File: src/sv/hrp_pkg.sv
// ----------------------------------------------------------------------------
// hrp_pkg
// Types, codes and character tables of the HTTP request header parser.
// ----------------------------------------------------------------------------
`timescale 1ns / 1ps

package hrp_pkg;

  localparam int RESOURCE_LEN_DEF = 100;
  localparam int METHOD_LEN_DEF   = 10;
  localparam int NAME_LEN_DEF     = 20;
  localparam int VALUE_LEN_DEF    = 10;

  localparam int LEN_W   = 30;
  localparam int BYTES_W = 18;

  localparam logic [LEN_W-1:0]   LEN_CAP       = 30'd999999999;
  localparam logic [BYTES_W-1:0] MAX_BYTES_RST = 18'd249999;
  localparam int                 CL_WORD_LEN   = 14;

  localparam logic [7:0] CHR_LF    = 8'h0a;
  localparam logic [7:0] CHR_CR    = 8'h0d;
  localparam logic [7:0] CHR_SP    = 8'h20;
  localparam logic [7:0] CHR_TAB   = 8'h09;
  localparam logic [7:0] CHR_VT    = 8'h0b;
  localparam logic [7:0] CHR_FF    = 8'h0c;
  localparam logic [7:0] CHR_COLON = 8'h3a;
  localparam logic [7:0] CHR_PLUS  = 8'h2b;
  localparam logic [7:0] CHR_MINUS = 8'h2d;
  localparam logic [7:0] CHR_0     = 8'h30;
  localparam logic [7:0] CHR_9     = 8'h39;

  localparam logic [2:0] CLS_METHOD   = 3'd0;
  localparam logic [2:0] CLS_RESOURCE = 3'd1;
  localparam logic [2:0] CLS_REST     = 3'd2;
  localparam logic [2:0] CLS_NAME     = 3'd3;
  localparam logic [2:0] CLS_VALUE    = 3'd4;
  localparam logic [2:0] CLS_BODY     = 3'd5;
  localparam logic [2:0] CLS_DROP     = 3'd6;

  localparam logic [1:0] MTH_NONE = 2'd0;
  localparam logic [1:0] MTH_GET  = 2'd1;
  localparam logic [1:0] MTH_HEAD = 2'd2;
  localparam logic [1:0] MTH_POST = 2'd3;

  localparam logic [1:0] ERR_NONE   = 2'd0;
  localparam logic [1:0] ERR_METHOD = 2'd1;
  localparam logic [1:0] ERR_SIZE   = 2'd2;

  typedef enum logic [2:0] {
    PH_METHOD, PH_RESOURCE, PH_REST, PH_NAME, PH_VALUE, PH_BODY, PH_DONE, PH_ABORT
  } phase_t;

  typedef enum logic [1:0] {
    NS_SKIP, NS_SIGN, NS_DIGITS, NS_STOP
  } num_stage_t;

  typedef struct packed {
    logic [7:0] rx_byte;
    logic       new_request;
  } in_item_t;

  typedef struct packed {
    logic [7:0]       data_byte;
    logic [2:0]       byte_class;
    logic             stored;
    logic             headers_done;
    logic             request_done;
    logic [1:0]       method_code;
    logic [LEN_W-1:0] content_length;
    logic [1:0]       error_code;
  } out_item_t;

  function automatic logic [7:0] get_char(input logic [1:0] idx);
    logic [7:0] c;
    case (idx)
      2'd0:    c = 8'h47;
      2'd1:    c = 8'h45;
      2'd2:    c = 8'h54;
      default: c = 8'h00;
    endcase
    return c;
  endfunction

  function automatic logic [7:0] head_char(input logic [1:0] idx);
    logic [7:0] c;
    case (idx)
      2'd0:    c = 8'h48;
      2'd1:    c = 8'h45;
      2'd2:    c = 8'h41;
      default: c = 8'h44;
    endcase
    return c;
  endfunction

  function automatic logic [7:0] post_char(input logic [1:0] idx);
    logic [7:0] c;
    case (idx)
      2'd0:    c = 8'h50;
      2'd1:    c = 8'h4f;
      2'd2:    c = 8'h53;
      default: c = 8'h54;
    endcase
    return c;
  endfunction

  // "Content-Length"
  function automatic logic [7:0] cl_char(input logic [3:0] idx);
    logic [7:0] c;
    case (idx)
      4'd0:    c = 8'h43;
      4'd1:    c = 8'h6f;
      4'd2:    c = 8'h6e;
      4'd3:    c = 8'h74;
      4'd4:    c = 8'h65;
      4'd5:    c = 8'h6e;
      4'd6:    c = 8'h74;
      4'd7:    c = 8'h2d;
      4'd8:    c = 8'h4c;
      4'd9:    c = 8'h65;
      4'd10:   c = 8'h6e;
      4'd11:   c = 8'h67;
      4'd12:   c = 8'h74;
      4'd13:   c = 8'h68;
      default: c = 8'h00;
    endcase
    return c;
  endfunction

endpackage

File: src/sv/http_request_header_parser.sv
// ----------------------------------------------------------------------------
// http_request_header_parser
// Input reg and result reg, with the single-pass parser update between the two.
// Throughput: one byte per cycle while the result is not held by out_stall.
// Reset (rst_n low, synchronous): both stages empty, parser at request start.
// ----------------------------------------------------------------------------
`timescale 1ns / 1ps

module http_request_header_parser #(
  parameter int RESOURCE_LEN = hrp_pkg::RESOURCE_LEN_DEF,
  parameter int METHOD_LEN   = hrp_pkg::METHOD_LEN_DEF,
  parameter int NAME_LEN     = hrp_pkg::NAME_LEN_DEF,
  parameter int VALUE_LEN    = hrp_pkg::VALUE_LEN_DEF
) (
  input  logic                         clk,
  input  logic                         rst_n,
  input  logic                         in_valid,
  output logic                         in_stall,
  input  hrp_pkg::in_item_t            in_data,
  output logic                         out_valid,
  input  logic                         out_stall,
  output hrp_pkg::out_item_t           out_data,
  input  logic                         cfg_wr_en,
  input  logic [hrp_pkg::BYTES_W-1:0]  cfg_wr_data
);

  logic                        in_valid_r;
  hrp_pkg::in_item_t           in_item_r;
  logic                        out_valid_r;
  hrp_pkg::out_item_t          out_item_r;
  logic [hrp_pkg::BYTES_W-1:0] max_bytes_r;
  hrp_pkg::out_item_t          result;
  logic                        advance, in_accept;

  assign advance   = in_valid_r && (!out_valid_r || !out_stall);
  assign in_stall  = in_valid_r && !advance;
  assign in_accept = in_valid && !in_stall;

  hrp_parser #(
    .RESOURCE_LEN (RESOURCE_LEN),
    .METHOD_LEN   (METHOD_LEN),
    .NAME_LEN     (NAME_LEN),
    .VALUE_LEN    (VALUE_LEN)
  ) u_parser (
    .clk       (clk),
    .rst_n     (rst_n),
    .en        (advance),
    .max_bytes (max_bytes_r),
    .item      (in_item_r),
    .result    (result)
  );

  always_ff @(posedge clk) begin
    if (!rst_n) begin
      in_valid_r  <= 1'b0;
      out_valid_r <= 1'b0;
      max_bytes_r <= hrp_pkg::MAX_BYTES_RST;
    end else begin
      if (in_accept)    in_valid_r <= 1'b1;
      else if (advance) in_valid_r <= 1'b0;
      if (advance)         out_valid_r <= 1'b1;
      else if (!out_stall) out_valid_r <= 1'b0;
      if (cfg_wr_en) max_bytes_r <= cfg_wr_data;
    end
  end

  always_ff @(posedge clk) begin
    if (in_accept) in_item_r <= in_data;
    if (advance)   out_item_r <= result;
  end

  assign out_valid = out_valid_r;
  assign out_data  = out_item_r;

endmodule

File: src/sv/hrp_parser.sv
// ----------------------------------------------------------------------------
// hrp_parser
// Parser state and the single-pass per-byte update producing one result.
// ----------------------------------------------------------------------------
`timescale 1ns / 1ps

module hrp_parser #(
  parameter int RESOURCE_LEN = hrp_pkg::RESOURCE_LEN_DEF,
  parameter int METHOD_LEN   = hrp_pkg::METHOD_LEN_DEF,
  parameter int NAME_LEN     = hrp_pkg::NAME_LEN_DEF,
  parameter int VALUE_LEN    = hrp_pkg::VALUE_LEN_DEF
) (
  input  logic                         clk,
  input  logic                         rst_n,
  input  logic                         en,
  input  logic [hrp_pkg::BYTES_W-1:0]  max_bytes,
  input  hrp_pkg::in_item_t            item,
  output hrp_pkg::out_item_t           result
);

  localparam int TOK_W  = $clog2(RESOURCE_LEN > METHOD_LEN ? RESOURCE_LEN : METHOD_LEN);
  localparam int NAME_W = $clog2(NAME_LEN);
  localparam int VAL_W  = $clog2(VALUE_LEN);
  localparam int LW     = hrp_pkg::LEN_W;
  localparam int BW     = hrp_pkg::BYTES_W;

  hrp_pkg::phase_t     phase_r,  phase_nxt,  c_phase, p;
  logic [TOK_W-1:0]    tok_r,    tok_nxt,    c_tok;
  logic [2:0]          mflags_r, mflags_nxt, c_mflags;
  logic [NAME_W-1:0]   name_r,   name_nxt,   c_name;
  logic                nmatch_r, nmatch_nxt, c_nmatch;
  logic [VAL_W-1:0]    val_r,    val_nxt,    c_val;
  hrp_pkg::num_stage_t nstage_r, nstage_nxt, c_nstage;
  logic                neg_r,    neg_nxt,    c_neg;
  logic                seen_r,   seen_nxt,   c_seen;
  logic [LW-1:0]       nval_r,   nval_nxt,   c_nval;
  logic [LW-1:0]       len_r,    len_nxt,    c_len;
  logic [LW-1:0]       body_r,   body_nxt,   c_body;
  logic [BW-1:0]       bytes_r,  bytes_nxt,  c_bytes;
  logic                skip_r,   skip_nxt,   c_skip;

  logic [7:0]    b;
  logic          is_lf, is_cr, is_sp, is_colon, is_ws, is_digit;
  logic          over, top, hv, line_empty, hd, fin;
  logic [LW-1:0] body_inc;
  logic [2:0]    mf_end, mf_char;
  logic [LW+3:0] prod;
  logic [LW-1:0] nval_fed;
  logic [1:0]    mcode;

  // per-request clear applied before the byte
  always_comb begin
    if (item.new_request) begin
      c_phase  = hrp_pkg::PH_METHOD;
      c_tok    = '0;
      c_mflags = 3'b111;
      c_name   = '0;
      c_nmatch = 1'b1;
      c_val    = '0;
      c_nstage = hrp_pkg::NS_SKIP;
      c_neg    = 1'b0;
      c_seen   = 1'b0;
      c_nval   = '0;
      c_len    = '0;
      c_body   = '0;
      c_bytes  = '0;
      c_skip   = 1'b0;
    end else begin
      c_phase  = phase_r;
      c_tok    = tok_r;
      c_mflags = mflags_r;
      c_name   = name_r;
      c_nmatch = nmatch_r;
      c_val    = val_r;
      c_nstage = nstage_r;
      c_neg    = neg_r;
      c_seen   = seen_r;
      c_nval   = nval_r;
      c_len    = len_r;
      c_body   = body_r;
      c_bytes  = bytes_r;
      c_skip   = skip_r;
    end
  end

  assign b        = item.rx_byte;
  assign is_lf    = (b == hrp_pkg::CHR_LF);
  assign is_cr    = (b == hrp_pkg::CHR_CR);
  assign is_sp    = (b == hrp_pkg::CHR_SP);
  assign is_colon = (b == hrp_pkg::CHR_COLON);
  assign is_ws    = is_sp || (b == hrp_pkg::CHR_TAB) || (b == hrp_pkg::CHR_VT) ||
                    (b == hrp_pkg::CHR_FF);
  assign is_digit = (b >= hrp_pkg::CHR_0) && (b <= hrp_pkg::CHR_9);

  assign over = (c_phase < hrp_pkg::PH_DONE) && (c_bytes >= max_bytes);
  assign p    = over ? hrp_pkg::PH_ABORT : c_phase;

  assign top        = (p <= hrp_pkg::PH_REST);
  assign hv         = (p == hrp_pkg::PH_NAME) || (p == hrp_pkg::PH_VALUE);
  assign line_empty = (c_name == '0) && (c_val == '0);
  assign body_inc   = (c_body < hrp_pkg::LEN_CAP) ? c_body + LW'(1) : c_body;
  assign hd         = hv && is_lf && line_empty;
  assign fin        = (hd && (c_len == '0)) ||
                      ((p == hrp_pkg::PH_BODY) && (body_inc >= c_len));

  // method candidates: GET, HEAD, POST in bits 0..2
  always_comb begin
    mf_end = c_mflags;
    if (c_tok < TOK_W'(3)) mf_end[0] = 1'b0;
    if (c_tok < TOK_W'(4)) mf_end[2:1] = 2'b00;
    mf_char = c_mflags;
    if (c_tok < TOK_W'(3) && b != hrp_pkg::get_char(c_tok[1:0])) mf_char[0] = 1'b0;
    if (c_tok < TOK_W'(4)) begin
      if (b != hrp_pkg::head_char(c_tok[1:0])) mf_char[1] = 1'b0;
      if (b != hrp_pkg::post_char(c_tok[1:0])) mf_char[2] = 1'b0;
    end
  end

  assign prod     = (LW+4)'({c_nval, 3'b000}) + (LW+4)'({c_nval, 1'b0}) +
                    (LW+4)'(b[3:0]);
  assign nval_fed = (prod > (LW+4)'(hrp_pkg::LEN_CAP)) ? hrp_pkg::LEN_CAP : prod[LW-1:0];

  // next state
  always_comb begin
    phase_nxt  = p;
    tok_nxt    = c_tok;
    mflags_nxt = c_mflags;
    name_nxt   = c_name;
    nmatch_nxt = c_nmatch;
    val_nxt    = c_val;
    nstage_nxt = c_nstage;
    neg_nxt    = c_neg;
    seen_nxt   = c_seen;
    nval_nxt   = c_nval;
    len_nxt    = c_len;
    body_nxt   = c_body;
    bytes_nxt  = (c_phase < hrp_pkg::PH_DONE && !over) ? c_bytes + BW'(1) : c_bytes;
    skip_nxt   = c_skip;

    if (top) begin
      if (is_lf) begin
        if (p == hrp_pkg::PH_METHOD) mflags_nxt = mf_end;
        phase_nxt  = hrp_pkg::PH_NAME;
        tok_nxt    = '0;
        name_nxt   = '0;
        nmatch_nxt = 1'b1;
        val_nxt    = '0;
        nstage_nxt = hrp_pkg::NS_SKIP;
        neg_nxt    = 1'b0;
        seen_nxt   = 1'b0;
        nval_nxt   = '0;
        skip_nxt   = 1'b0;
      end else if (is_sp) begin
        if (p == hrp_pkg::PH_METHOD) begin
          mflags_nxt = mf_end;
          phase_nxt  = hrp_pkg::PH_RESOURCE;
        end else if (p == hrp_pkg::PH_RESOURCE) begin
          phase_nxt = hrp_pkg::PH_REST;
        end
        tok_nxt = '0;
      end else if (!is_cr) begin
        if (p == hrp_pkg::PH_METHOD) mflags_nxt = mf_char;
        if (!(&c_tok)) tok_nxt = c_tok + TOK_W'(1);
      end
    end else if (hv) begin
      skip_nxt = 1'b0;
      if (is_lf) begin
        if (line_empty) begin
          if (c_len != '0) begin
            phase_nxt = hrp_pkg::PH_BODY;
            body_nxt  = '0;
          end
        end else begin
          if (c_nmatch && c_name == NAME_W'(hrp_pkg::CL_WORD_LEN) && c_seen)
            len_nxt = c_neg ? '0 : c_nval;
          name_nxt   = '0;
          nmatch_nxt = 1'b1;
          val_nxt    = '0;
          nstage_nxt = hrp_pkg::NS_SKIP;
          neg_nxt    = 1'b0;
          seen_nxt   = 1'b0;
          nval_nxt   = '0;
          phase_nxt  = hrp_pkg::PH_NAME;
        end
      end else if (is_colon) begin
        phase_nxt = hrp_pkg::PH_VALUE;
        skip_nxt  = 1'b1;
      end else if (is_cr || (is_sp && c_skip)) begin
        phase_nxt = p;
      end else if (p == hrp_pkg::PH_NAME) begin
        if (c_name < NAME_W'(NAME_LEN - 1)) begin
          if (c_name >= NAME_W'(hrp_pkg::CL_WORD_LEN) ||
              b != hrp_pkg::cl_char(c_name[3:0]))
            nmatch_nxt = 1'b0;
          name_nxt = c_name + NAME_W'(1);
        end
      end else begin
        if (c_val < VAL_W'(VALUE_LEN - 1)) begin
          val_nxt = c_val + VAL_W'(1);
          if (c_nstage == hrp_pkg::NS_SKIP && is_ws) begin
            nstage_nxt = hrp_pkg::NS_SKIP;
          end else if (c_nstage == hrp_pkg::NS_SKIP && b == hrp_pkg::CHR_PLUS) begin
            nstage_nxt = hrp_pkg::NS_SIGN;
          end else if (c_nstage == hrp_pkg::NS_SKIP && b == hrp_pkg::CHR_MINUS) begin
            nstage_nxt = hrp_pkg::NS_SIGN;
            neg_nxt    = 1'b1;
          end else if (c_nstage != hrp_pkg::NS_STOP && is_digit) begin
            nval_nxt   = nval_fed;
            seen_nxt   = 1'b1;
            nstage_nxt = hrp_pkg::NS_DIGITS;
          end else begin
            nstage_nxt = hrp_pkg::NS_STOP;
          end
        end
      end
    end else if (p == hrp_pkg::PH_BODY) begin
      body_nxt = body_inc;
    end

    if (fin) phase_nxt = hrp_pkg::PH_DONE;
  end

  always_comb begin
    if (phase_nxt == hrp_pkg::PH_METHOD) mcode = hrp_pkg::MTH_NONE;
    else if (mflags_nxt[0])              mcode = hrp_pkg::MTH_GET;
    else if (mflags_nxt[1])              mcode = hrp_pkg::MTH_HEAD;
    else if (mflags_nxt[2])              mcode = hrp_pkg::MTH_POST;
    else                                 mcode = hrp_pkg::MTH_NONE;
  end

  // result
  always_comb begin
    result                = '0;
    result.data_byte      = b;
    result.byte_class     = hrp_pkg::CLS_DROP;
    result.stored         = 1'b0;
    result.headers_done   = hd;
    result.request_done   = fin;
    result.method_code    = mcode;
    result.content_length = len_nxt;
    if (over)                                    result.error_code = hrp_pkg::ERR_SIZE;
    else if (fin && mcode == hrp_pkg::MTH_NONE)  result.error_code = hrp_pkg::ERR_METHOD;
    else                                         result.error_code = hrp_pkg::ERR_NONE;

    if (top) begin
      if (!is_lf && !is_sp && !is_cr) begin
        case (p)
          hrp_pkg::PH_METHOD: begin
            result.byte_class = hrp_pkg::CLS_METHOD;
            result.stored     = (c_tok < TOK_W'(METHOD_LEN - 1));
          end
          hrp_pkg::PH_RESOURCE: begin
            result.byte_class = hrp_pkg::CLS_RESOURCE;
            result.stored     = (c_tok < TOK_W'(RESOURCE_LEN - 1));
          end
          default: result.byte_class = hrp_pkg::CLS_REST;
        endcase
      end
    end else if (hv) begin
      if (!is_lf && !is_colon && !is_cr && !(is_sp && c_skip)) begin
        if (p == hrp_pkg::PH_NAME) begin
          result.byte_class = hrp_pkg::CLS_NAME;
          result.stored     = (c_name < NAME_W'(NAME_LEN - 1));
        end else begin
          result.byte_class = hrp_pkg::CLS_VALUE;
          result.stored     = (c_val < VAL_W'(VALUE_LEN - 1));
        end
      end
    end else if (p == hrp_pkg::PH_BODY) begin
      result.byte_class = hrp_pkg::CLS_BODY;
      result.stored     = 1'b1;
    end
  end

  always_ff @(posedge clk) begin
    if (!rst_n) begin
      phase_r  <= hrp_pkg::PH_METHOD;
      tok_r    <= '0;
      mflags_r <= 3'b111;
      name_r   <= '0;
      nmatch_r <= 1'b1;
      val_r    <= '0;
      nstage_r <= hrp_pkg::NS_SKIP;
      neg_r    <= 1'b0;
      seen_r   <= 1'b0;
      nval_r   <= '0;
      len_r    <= '0;
      body_r   <= '0;
      bytes_r  <= '0;
      skip_r   <= 1'b0;
    end else if (en) begin
      phase_r  <= phase_nxt;
      tok_r    <= tok_nxt;
      mflags_r <= mflags_nxt;
      name_r   <= name_nxt;
      nmatch_r <= nmatch_nxt;
      val_r    <= val_nxt;
      nstage_r <= nstage_nxt;
      neg_r    <= neg_nxt;
      seen_r   <= seen_nxt;
      nval_r   <= nval_nxt;
      len_r    <= len_nxt;
      body_r   <= body_nxt;
      bytes_r  <= bytes_nxt;
      skip_r   <= skip_nxt;
    end
  end

endmodule

File: config.mk
export PLATFORM = sky130hd
export DESIGN_NAME = http_request_header_parser
export DESIGN_NICKNAME = d
export VERILOG_FILES = /design/src/sv/hrp_pkg.sv /design/src/sv/http_request_header_parser.sv /design/src/sv/hrp_parser.sv
export SDC_FILE = /design/constraint.sdc
export NUM_CORES = 1
export LEC_CHECK = 0
export BUFFER_PORTS_ARGS = -buffer_cell sky130_fd_sc_hd__buf_2
export CAP_MARGIN = 10
export CORE_UTILIZATION = 25
export CTS_CLUSTER_SIZE = 16
export DETAILED_ROUTE_END_ITERATION = 10
export GPL_TIMING_DRIVEN = 0
export MAX_ROUTING_LAYER = met4
export PLACE_DENSITY = 0.37
export SYNTH_ARGS = -nofsm -noshare
export SYNTH_HDL_FRONTEND = slang
export SYNTH_SLANG_ARGS = --single-unit
File: constraint.sdc
create_clock -name clk -period 6.5 [get_ports clk]
set_clock_uncertainty 0.15 [all_clocks]
set_input_delay 0.975 -clock clk [delete_from_list [all_inputs] [get_ports clk]]
set_output_delay 0.975 -clock clk [all_outputs]
set_load 0.01 [all_outputs]
-- Word level (Yosys, flattened, before mapping)
Memory sizes are Yosys's and may differ from the RTL's.
Index checks and enable logic that the tools add are counted.
- flip-flop bits (word level): 213
- ROM bits: 112
- input port bits: 32
- output and inout bits: 50
- logic and storage cells: 297
- memories kept: 1
- memories (memory ; words ; width ; read ports ; clocked after Yosys merged registers in ; write ports ; line ; source):
    (name not given) ; 16 ; 7 ; 1 ; 0 ; 0 ; hrp_pkg.sv:110 ; case (idx)
- add/subtract/negate cells: 7
- magnitude comparators: 15
- eq/ne operators: 22
- multiplexer cells: 171
- reductions and logical operators: 54
- operators with widths (cell ; count):
    two-way mux 30 bit ; 30
    two-way mux 8 bit ; 9
    two-way mux 3 bit ; 21
    two-way mux 4 bit ; 15
    two-way mux 1 bit ; 54
    two-way mux 5 bit ; 10
    two-way mux 7 bit ; 6
    equality test 8 x 4 -> 1 bit, second input constant ; 5
    two-way mux 2 bit ; 19
    two-way mux 18 bit ; 2
    adder 33 x 31 -> 34 bit ; 1
    adder 34 x 4 -> 34 bit ; 1
    greater-than comparator 34 x 30 -> 1 bit, second input constant ; 1
    equality test 8 x 6 -> 1 bit, second input constant ; 4
    adder 30 x 1 -> 30 bit, second input constant ; 1
    >= comparator 30 bit ; 1
    zero test 30 bit ; 1
    less-than comparator 30 bit, second input constant ; 1
    nonzero test 30 bit ; 1
    logical AND 1 bit ; 25
    inequality test 8 bit ; 3
    one-hot mux 7 bit (3 select lines) ; 1
    adder 18 x 1 -> 18 bit, second input constant ; 1
    >= comparator 18 bit ; 1
    other kinds (35) ; 55

-- Depth between registers and ports, before layout
Gate-level depths: netlist of run 1.
- depth in word-level cells: 21
- gate-level depth with buffers: 27
- depth with buffers taken out: 21

-- By module
Synthesis of run 1 repeated with hierarchy kept, for this count alone.
- cell total of the unflattened synthesis: 1873
- area, all modules: 15115.7 µm²
- modules (own cells, without submodules) (module ; times used ; cells each ; area an instance (µm²) ; seq. area each (µm²)):
    hrp_parser ; 1 ; 1750 ; 12658.4 ; 2722.6
    http_request_header_parser ; 1 ; 123 ; 2457.4 ; 2112.0

-- Worst setup path after synthesis of run 1
Ideal clock, no wire load.
- path kind: register to register
- start point: register in_item_r[0] (netlist name)
- end point: register out_item_r (netlist bit out_data[33]), data pin
- library setup time: 280 ps
- data arrival time: 5402 ps
- data required time: 6070 ps
- setup slack: 669 ps
- stages on the path, launching flop included: 27
- path buffers: 5
- cells stage by stage: edfxtp_1 -> buf_2 -> clkbuf_1 -> clkbuf_1 -> buf_1 -> clkbuf_1 -> nor2b_1 -> ha_1 -> nand3_1 -> o41ai_1 -> a211oi_1 -> nor4_1 -> nor3_1 -> nand2_1 -> nor2_1 -> xnor2_1 -> nor2_1 -> ha_1 -> nand4_1 -> nor4_1 -> nand2_1 -> a21boi_0 -> a2111oi_0 -> a2111oi_0 -> a21oi_1 -> o211ai_1 -> a211oi_1
- RTL lines (element ; line ; source):
    start, declared ; http_request_header_parser.sv:28 ; hrp_pkg::in_item_t in_item_r;
    start signal, assigned ; http_request_header_parser.sv:68 ; if (in_accept) in_item_r <= in_data;
    end signal, assigned ; http_request_header_parser.sv:69 ; if (advance) out_item_r <= result;
    end, declared ; http_request_header_parser.sv:30 ; hrp_pkg::out_item_t out_item_r;

-- Worst setup path in the final report of run 1
- start point: register in_item_r[0] (netlist name)
- end point: register u_parser.nval_r[2]
- cells in the longest elaborated chain, start to end: 16
- ends and longest elaborated chain (element ; line ; source):
    two-way mux 30 bit ; hrp_parser.sv:53 ; if (item.new_request) begin
    adder 33 x 31 -> 34 bit ; hrp_parser.sv:119 ; assign prod = (LW+4)'({c_nval, 3'b000}) + (LW+4)'({c_nval, 1'b0}) +
    adder 34 x 4 -> 34 bit ; hrp_parser.sv:119 ;
    greater-than comparator 34 x 30 -> 1 bit ; hrp_parser.sv:121 ; assign nval_fed = (prod > (LW+4)'(hrp_pkg::LEN_CAP)) ? hrp_pkg::LEN_CAP : prod[LW-1:0];
    two-way mux 30 bit ; hrp_parser.sv:121 ;
    two-way mux 30 bit ; hrp_parser.sv:207 ; end else if (c_nstage != hrp_pkg::NS_STOP && is_digit) begin
    two-way mux 30 bit ; hrp_parser.sv:204 ; end else if (c_nstage == hrp_pkg::NS_SKIP && b == hrp_pkg::CHR_MINUS) begin
    two-way mux 30 bit ; hrp_parser.sv:202 ; end else if (c_nstage == hrp_pkg::NS_SKIP && b == hrp_pkg::CHR_PLUS) begin
    two-way mux 30 bit ; hrp_parser.sv:200 ; if (c_nstage == hrp_pkg::NS_SKIP && is_ws) begin
    two-way mux 30 bit ; hrp_parser.sv:198 ; if (c_val < VAL_W'(VALUE_LEN - 1)) begin
    two-way mux 30 bit ; hrp_parser.sv:190 ; end else if (p == hrp_pkg::PH_NAME) begin
    two-way mux 30 bit ; hrp_parser.sv:188 ; end else if (is_cr || (is_sp && c_skip)) begin
    two-way mux 30 bit ; hrp_parser.sv:185 ; end else if (is_colon) begin
    two-way mux 30 bit ; hrp_parser.sv:167 ; if (is_lf) begin
    two-way mux 30 bit ; hrp_parser.sv:165 ; end else if (hv) begin
    two-way mux 30 bit * ; hrp_parser.sv:140 ; if (top) begin
    end signal, assigned ; hrp_parser.sv:301 ; nval_r <= nval_nxt;
    end, declared ; hrp_parser.sv:36 ; logic [LW-1:0] nval_r, nval_nxt, c_nval;
Mark *: on every way between the ends. The rest lies on a longest branch, timed or not.
A chain may end at the register's enable or synchronous reset.

==> impl_metrics.env, run 1 <==
export IMPL_holdWs_ns=0.3048
export IMPL_status="finished, final reports clean"
export IMPL_die_h_um=251.9
export IMPL_multi_input_area_um2=10250
export IMPL_first_iter_violations=1385
export IMPL_fill_cells=6751
export IMPL_placed_area_um2=17130
export IMPL_end_kind="register"
export IMPL_clockPowerShare_pct=48.7
export IMPL_start_kind="register"
export IMPL_detailedRoute_firstPassIterationCount=7
export IMPL_drv_slew=0
export IMPL_core_area_um2=61710
export IMPL_cp_data_arrival_time_ns=6.60
export IMPL_cts_max_path_buffers=3
export IMPL_register_area_um2=4835
export IMPL_utilization_pct=30.01
export IMPL_postSynthAreaPerCell_um2=8.008
export IMPL_yosysSeqAreaShare_pct=30.96
export IMPL_crit_required_ns=6.77
export IMPL_final_cell_mix="nand2_1 (255), nor2_1 (166), dfxtp_1 (156), a21oi_1 (140), ha_1 (121)"
export IMPL_design_area_um2=18520
export IMPL_ys_flop_type="dfxtp_1"
export IMPL_p_leak_nw=7.692
export IMPL_viasPerCell=5.356
export IMPL_dieWidth_um=251.9
export IMPL_routedWlPerCell_um=24.26
export IMPL_maxCapViolCount=0
export IMPL_cts_buffers=28
export IMPL_rows=91
export IMPL_netlist_area_um2=15620
export IMPL_worst_pin_slew_ns=1.251
export IMPL_setup_viol=0
export IMPL_setup_worst_path_class="register to register"
export IMPL_synth_edff_count=57
export IMPL_async_flop_share_pct=0
export IMPL_boundaryPins=82
export IMPL_min_period_ns=6.332
export IMPL_overflow=0
export IMPL_power_switching_mw=0.9788
export IMPL_cts_hold_buf=0
export IMPL_synth_seq_cells=213
export IMPL_antenna_cells=0
export IMPL_antenna_found_initial=1
export IMPL_p_total_mw=3.533
export IMPL_place_gp_congestion=0.9109
export IMPL_cts_root_buf="clkbuf_16"
export IMPL_clk_latency_ns=0.60
export IMPL_hold_violations=0
export IMPL_final_common_cell="nand2_1"
export IMPL_design_die_area_um2=63470
export IMPL_antenna_left=0
export IMPL_area_growth_pct=18.60
export IMPL_cts_tree="yes"
export IMPL_fmax_ghz=0.1579
export IMPL_relSlewSlack_pct=16.63
export IMPL_cts_sinks=213
export IMPL_finalCritPeriodShare_pct=97.42
export IMPL_nets=2228
export IMPL_wl_um=71120
export IMPL_grt_usage_pct=22.67
export IMPL_drive_above_1_share_pct=12.56
export IMPL_vias=15698
export IMPL_portBuffers=79
export IMPL_hp_class="register to register"
export IMPL_vdd_drop_max_uv=201.4
export IMPL_power_frac_comb_pct=10.9
export IMPL_clk_pin_slew_ns=0.06
export IMPL_mappedNetlistNets=2105
export IMPL_p_sw_share_pct=27.70
export IMPL_crit_fanout=10
export IMPL_grt_pass1_wl_um=103900
export IMPL_grt_max_degree=25
export IMPL_power_frac_seq_pct=40.4
export IMPL_dp_slack_ns=-4.555
export IMPL_power_density_nw_per_um2=190.8
export IMPL_ys_warn_count=0
export IMPL_intPower_mw=2.555
export IMPL_synth_distinct_cells=100
export IMPL_route_detailed_drc=0
export IMPL_synthesis_instances=1950
export IMPL_grt_pass1_vias=15192
export IMPL_place_hpwl_um=55300
export IMPL_start_util_pct=25.31
export IMPL_timing_final_ws_setup_ns=0.1676
export IMPL_h_tree_depth=1
-- logic make-up (layout without fill, tap and decap cells) --
| logic type | count (synthesis) | in the layout | share of synthesized area, % |
|---|---|---|---|
| simple gates | 804 | 804 | 25.25 |
| flops | 213 | 213 | 30.96 |
| mux | 24 | 24 | 1.594 |
| xor+xnor | 75 | 75 | 4.254 |
| compound gates | 526 | 526 | 23.15 |
| buf+inv | 185 | 329 | 4.895 |
| fa+ha+maj | 123 | 123 | 9.903 |
-- path summary, 6_finish.rpt --
path | slack [ns] | to | depth (start not counted) | from
setup reg to reg | 0.17 | u_parser.nval_r[2]$_SDFFE_PN0P_ | 18 | in_item_r[0]$_DFFE_PP_
setup / recovery | 0.17 | u_parser.nval_r[2]$_SDFFE_PN0P_ | 18 | in_item_r[0]$_DFFE_PP_
hold / removal | 0.30 | out_data[44]$_DFFE_PP_ | 0 | in_item_r[5]$_DFFE_PP_
hold reg to reg | 0.30 | out_data[44]$_DFFE_PP_ | 0 | in_item_r[5]$_DFFE_PP_
-- registers in the layout, indices dropped and copies added (netlist names) --
register and flops:
u_parser.val_r 4, u_parser.seen_r 1, u_parser.nmatch_r 1, u_parser.neg_r 1, u_parser.name_r 5, max_bytes_r 18
u_parser.mflags_r 3, u_parser.phase_r 3, in_item_r 9, u_parser.body_r 30, u_parser.len_r 30, u_parser.nstage_r 2
u_parser.tok_r 7, u_parser.bytes_r 18, out_valid 1, out_data 48, in_valid_r 1, u_parser.nval_r 30
u_parser.skip_r 1
-- cell type report --
type | instances | area share [%]
Clock buffer | 39 | 4.452
Buffer | 115 | 3.222
Clock inverter | 12 | 0.9120
Timing Repair Buffer | 95 | 2.891
Sequential cell | 213 | 26.10
Inverter | 68 | 1.398
Multi-Input combinational cell | 1552 | 55.37
Tap cell | 837 | 5.654
-- Yosys cell counts (20+ instances only) --
master | number | area [um2]
a21o_1 | 42 | 315.3
a21oi_1 | 143 | 715.7
and3_1 | 29 | 181.4
clkbuf_1 | 75 | 281.5
dfxtp_1 | 156 | 3123
edfxtp_1 | 57 | 1712
ha_1 | 122 | 1526
inv_1 | 68 | 255.2
mux2i_1 | 20 | 200.2
nand2_1 | 255 | 957.2
nand2b_1 | 32 | 200.2
nand3_1 | 70 | 350.3
nand4_1 | 35 | 219.0
nor2_1 | 168 | 630.6
nor2b_1 | 57 | 356.6
nor3_1 | 57 | 285.3
nor4_1 | 22 | 137.6
o211ai_1 | 23 | 172.7
o21ai_0 | 94 | 470.5
xnor2_1 | 52 | 455.4
xor2_1 | 22 | 192.7
-- what timing repair did --
action	4_1_cts	5_1_grt
gates resized for setup	66	21
buffers inserted	6	4
pin swaps	6	10
setup endpoints to repair	176	40
-- critical path, cell delays in order (launching register included) --
cell and delay [ns]:
edfxtp_1 0.49, buf_4 0.20, clkinvlp_4 0.22, clkbuf_4 0.31
buf_2 0.35, clkbuf_4 0.35, nand2_1 0.24, inv_1 0.15
ha_1 0.24, ha_1 0.39, a21o_1 0.26, a31o_1 0.25
o211ai_1 0.42, nand3_1 0.27, a2111oi_0 0.59, or3b_2 0.30
nand3_2 0.23, nor2_2 0.57, a211oi_1 0.14
-- metrics by stage --
step / std cells / setup TNS, ns
final: 2931 / 0
after global placement: 2866 / -625.79
after detailed placement: 2872 / -575.00
after floorplan: 1950 / 0
after global routing: 2931 / -0.008425
after CTS: 2927 / 0
-- power by group through the flow --
| stage | Clock, mW | Combinational (mW) | Sequential, mW |
|---|---|---|---|
| 2_1_floorplan | 0 | 0.190 | 1.46 |
| 3_3_place_gp | 0 | 0.356 | 1.46 |
| 3_5_place_dp | 0 | 0.361 | 1.46 |
| 4_1_cts | 1.75 | 0.378 | 1.43 |
| 5_1_grt | 1.80 | 0.408 | 1.43 |
| 6_report | 1.72 | 0.383 | 1.43 |
-- layer usage --
layer	part of all wire [%]	global-route usage (%)	vias up
met5	0	-	-
met4	2.7	6.216	0
met3	5.8	2.373	102
met2	45	35.83	537
met1	46	30.59	7687
li1	-	-	7372
Note: power is estimated with default switching activity, not from simulation.
==> run 2, diff against run 1 <==
CTS_BUF_LIST = sky130_fd_sc_hd__clkbuf_4 sky130_fd_sc_hd__clkbuf_8   (was not set)
SLEW_MARGIN = 20   (was not set)
==> run 2 against run 1 <==
Net effect: global-route usage rose by 0.43 points; non-clock buffer count fell by 1; wire length rose by 0.91%; final cell count rose by 1.1%; critical endpoint is now u_parser.body_r[21]$_SDFFE_PN0P_; largest cell class unchanged.
==> impl_metrics.env, run 2 (synthesized netlist as in run 1, its figures left out) <==
export IMPL_antenna_found_initial=2
export IMPL_p_sw_share_pct=29.72
export IMPL_setup_viol=0
export IMPL_wl_um=71770
export IMPL_cts_hold_buf=0
export IMPL_h_tree_depth=2
export IMPL_layoutNonFillerInstCount=2962
export IMPL_start_kind="register"
export IMPL_crit_path_max_incr_delay_ns=0.57
export IMPL_cp_data_arrival_time_ns=6.70
export IMPL_min_period_ns=6.324
export IMPL_place_gp_congestion=0.9109
export IMPL_setup_worst_path_class="register to register"
export IMPL_detailedRoute_firstPassIterationCount=6
export IMPL_power_frac_comb_pct=11.5
export IMPL_setup_tns_ns=0
export IMPL_slowest_stage="clkbuf_1"
export IMPL_largest_reg_flops=48
export IMPL_area_growth_pct=17.74
export IMPL_post_place_cells=2868
export IMPL_maxCapViolCount=0
export IMPL_rsz0062_at_grt="yes"
export IMPL_status="finished, final reports clean"
export IMPL_hold_violations=0
export IMPL_power_switching_mw=0.9886
export IMPL_start_util_pct=25.31
export IMPL_portBuffers=79
export IMPL_first_iter_violations=1257
export IMPL_rr_worst_depth=18
export IMPL_rows=91
export IMPL_final_common_cell="nand2_1"
export IMPL_boundaryPins=82
export IMPL_end_kind="register"
export IMPL_clk_pin_slew_ns=0.06
export IMPL_intPower_mw=2.338
export IMPL_fill_cells=6776
export IMPL_vdd_drop_max_uv=106.9
export IMPL_clockPowerShare_pct=45.5
export IMPL_path_cells="buf_12, clkbuf_8, clkbuf_2, clkdlybuf4s15_2, clkbuf_2, nor2b_1, ha_1, and4_1, and3_1, nor3b_1, a22o_1, nor3_1, buf_2, nand3_1, nor3_1, clkbuf_1, a21oi_1, a211oi_1"
export IMPL_cts_sinks=213
export IMPL_routedWlPerCell_um=24.23
export IMPL_hp_class="register to register"
export IMPL_crit_fanout=10
export IMPL_design_die_area_um2=63470
export IMPL_worst_pin_slew_ns=1.248
export IMPL_drive_above_1_share_pct=13.32
export IMPL_grt_pass1_vias=15463
export IMPL_power_density_nw_per_um2=180.9
export IMPL_cts_tree="yes"
export IMPL_grt_max_degree=25
export IMPL_viasPerCell=5.344
export IMPL_core_area_um2=61710
export IMPL_nets=2243
export IMPL_overflow=0
export IMPL_p_leak_nw=7.663
export IMPL_dieWidth_um=251.9
export IMPL_final_cell_mix="nand2_1 (255), nor2_1 (166), dfxtp_1 (156), a21oi_1 (141), ha_1 (121)"
export IMPL_place_hpwl_um=55290
export IMPL_finalCritPeriodShare_pct=97.29
export IMPL_power_frac_seq_pct=43.0
export IMPL_antenna_left=0
export IMPL_clk_latency_ns=0.65
export IMPL_relSlewSlack_pct=16.04
export IMPL_drv_slew=0
export IMPL_fmax_ghz=0.1581
export IMPL_grt_usage_pct=23.10
export IMPL_cts_max_path_buffers=3
export IMPL_grt_pass1_wl_um=105300
export IMPL_utilization_pct=29.79
export IMPL_whs_path_depth=0
export IMPL_cts_buffers=44
export IMPL_vias=15830
export IMPL_crit_required_ns=6.88
export IMPL_die_h_um=251.9
export IMPL_route_detailed_drc=0
export IMPL_cts_root_buf="clkbuf_8"
## run 2: cell count changes in the layout (fill, tap and decap cells not counted), moves of 2 or more
cell       before  now
clkbuf_8        6   50
clkbuf_16      31    1
clkbuf_4        4   21
clkinv_1        0    9
clkbuf_1       65   61
buf_2          99   96
bufinv_16       4    1
a2111oi_1       0    2
a2111oi_4       3    1
nor3_1         51   53
nor3_2          7    5
## run 2: power by group through the flow
stage / Sequential (mW) / Combinational [mW] / Clock [mW]
finish: 1.43 / 0.383 / 1.51
global route: 1.43 / 0.409 / 1.61
CTS: 1.43 / 0.380 / 1.56
detailed placement: 1.46 / 0.362 / 0
global placement: 1.46 / 0.356 / 0
floorplan: 1.46 / 0.190 / 0
## run 2: path summary, 6_finish.rpt
| check | from | endpoint | slack [ns] |
|---|---|---|---|
| max | in_item_r[0]$_DFFE_PP_ | u_parser.body_r[21]$_SDFFE_PN0P_ | 0.18 |
| min | in_item_r[5]$_DFFE_PP_ | out_data[44]$_DFFE_PP_ | 0.30 |
| max reg2reg | in_item_r[0]$_DFFE_PP_ | u_parser.body_r[21]$_SDFFE_PN0P_ | 0.18 |
| min reg2reg | in_item_r[5]$_DFFE_PP_ | out_data[44]$_DFFE_PP_ | 0.30 |
## run 2: routing by layer
metal  wire [um]  global-route usage [%]  vias to the layer above
li1            -                       -                     7404
met1       33240                   30.58                     7760
met2       31860                   35.76                      535
met3        3868                   2.909                      131
met4        2794                   8.797                        0
met5           0                       -                        -
## run 2: cell type report
class / instances / area, um2 / area share, %
inverter: 68 / 259.0 / 1.409
multi-input combinational: 1552 / 10210 / 55.51
tap: 837 / 1047 / 5.696
buffer: 115 / 605.6 / 3.294
sequential: 213 / 4835 / 26.29
antenna: 1 / 2.502 / 0.01361
clock inverter: 17 / 103.9 / 0.5648
timing repair buffer: 94 / 533.0 / 2.899
clock buffer: 65 / 794.5 / 4.321
## run 2: worst max-delay path: cells and delay by family (launching register included)
family / cells / cell delay (ns)
fa+ha+maj: 1 / 0.33
flops: 1 / 0.47
buf+inv: 7 / 2.61
compound gates: 3 / 0.69
simple gates: 7 / 1.94
## run 2: per-stage QoR
stage                     worst slack, ns  total power, mW  instance area [um2]  hold WS [ns]
final                              0.1762            3.327                18390        0.3014
after floorplan                    0.6688            1.647                15620        0.2706
after CTS                         0.01801            3.373                18340        0.3001
after global placement             -4.644            1.816                17060        0.2852
after global routing             -0.02827            3.456                18390        0.3190
after detailed placement           -4.502            1.820                17130        0.2922
## run 2: what timing repair did
action	4_1_cts	5_1_grt
buffers inserted	10	3
setup endpoints to repair	176	30
pin swaps	8	13
resized for setup	65	12
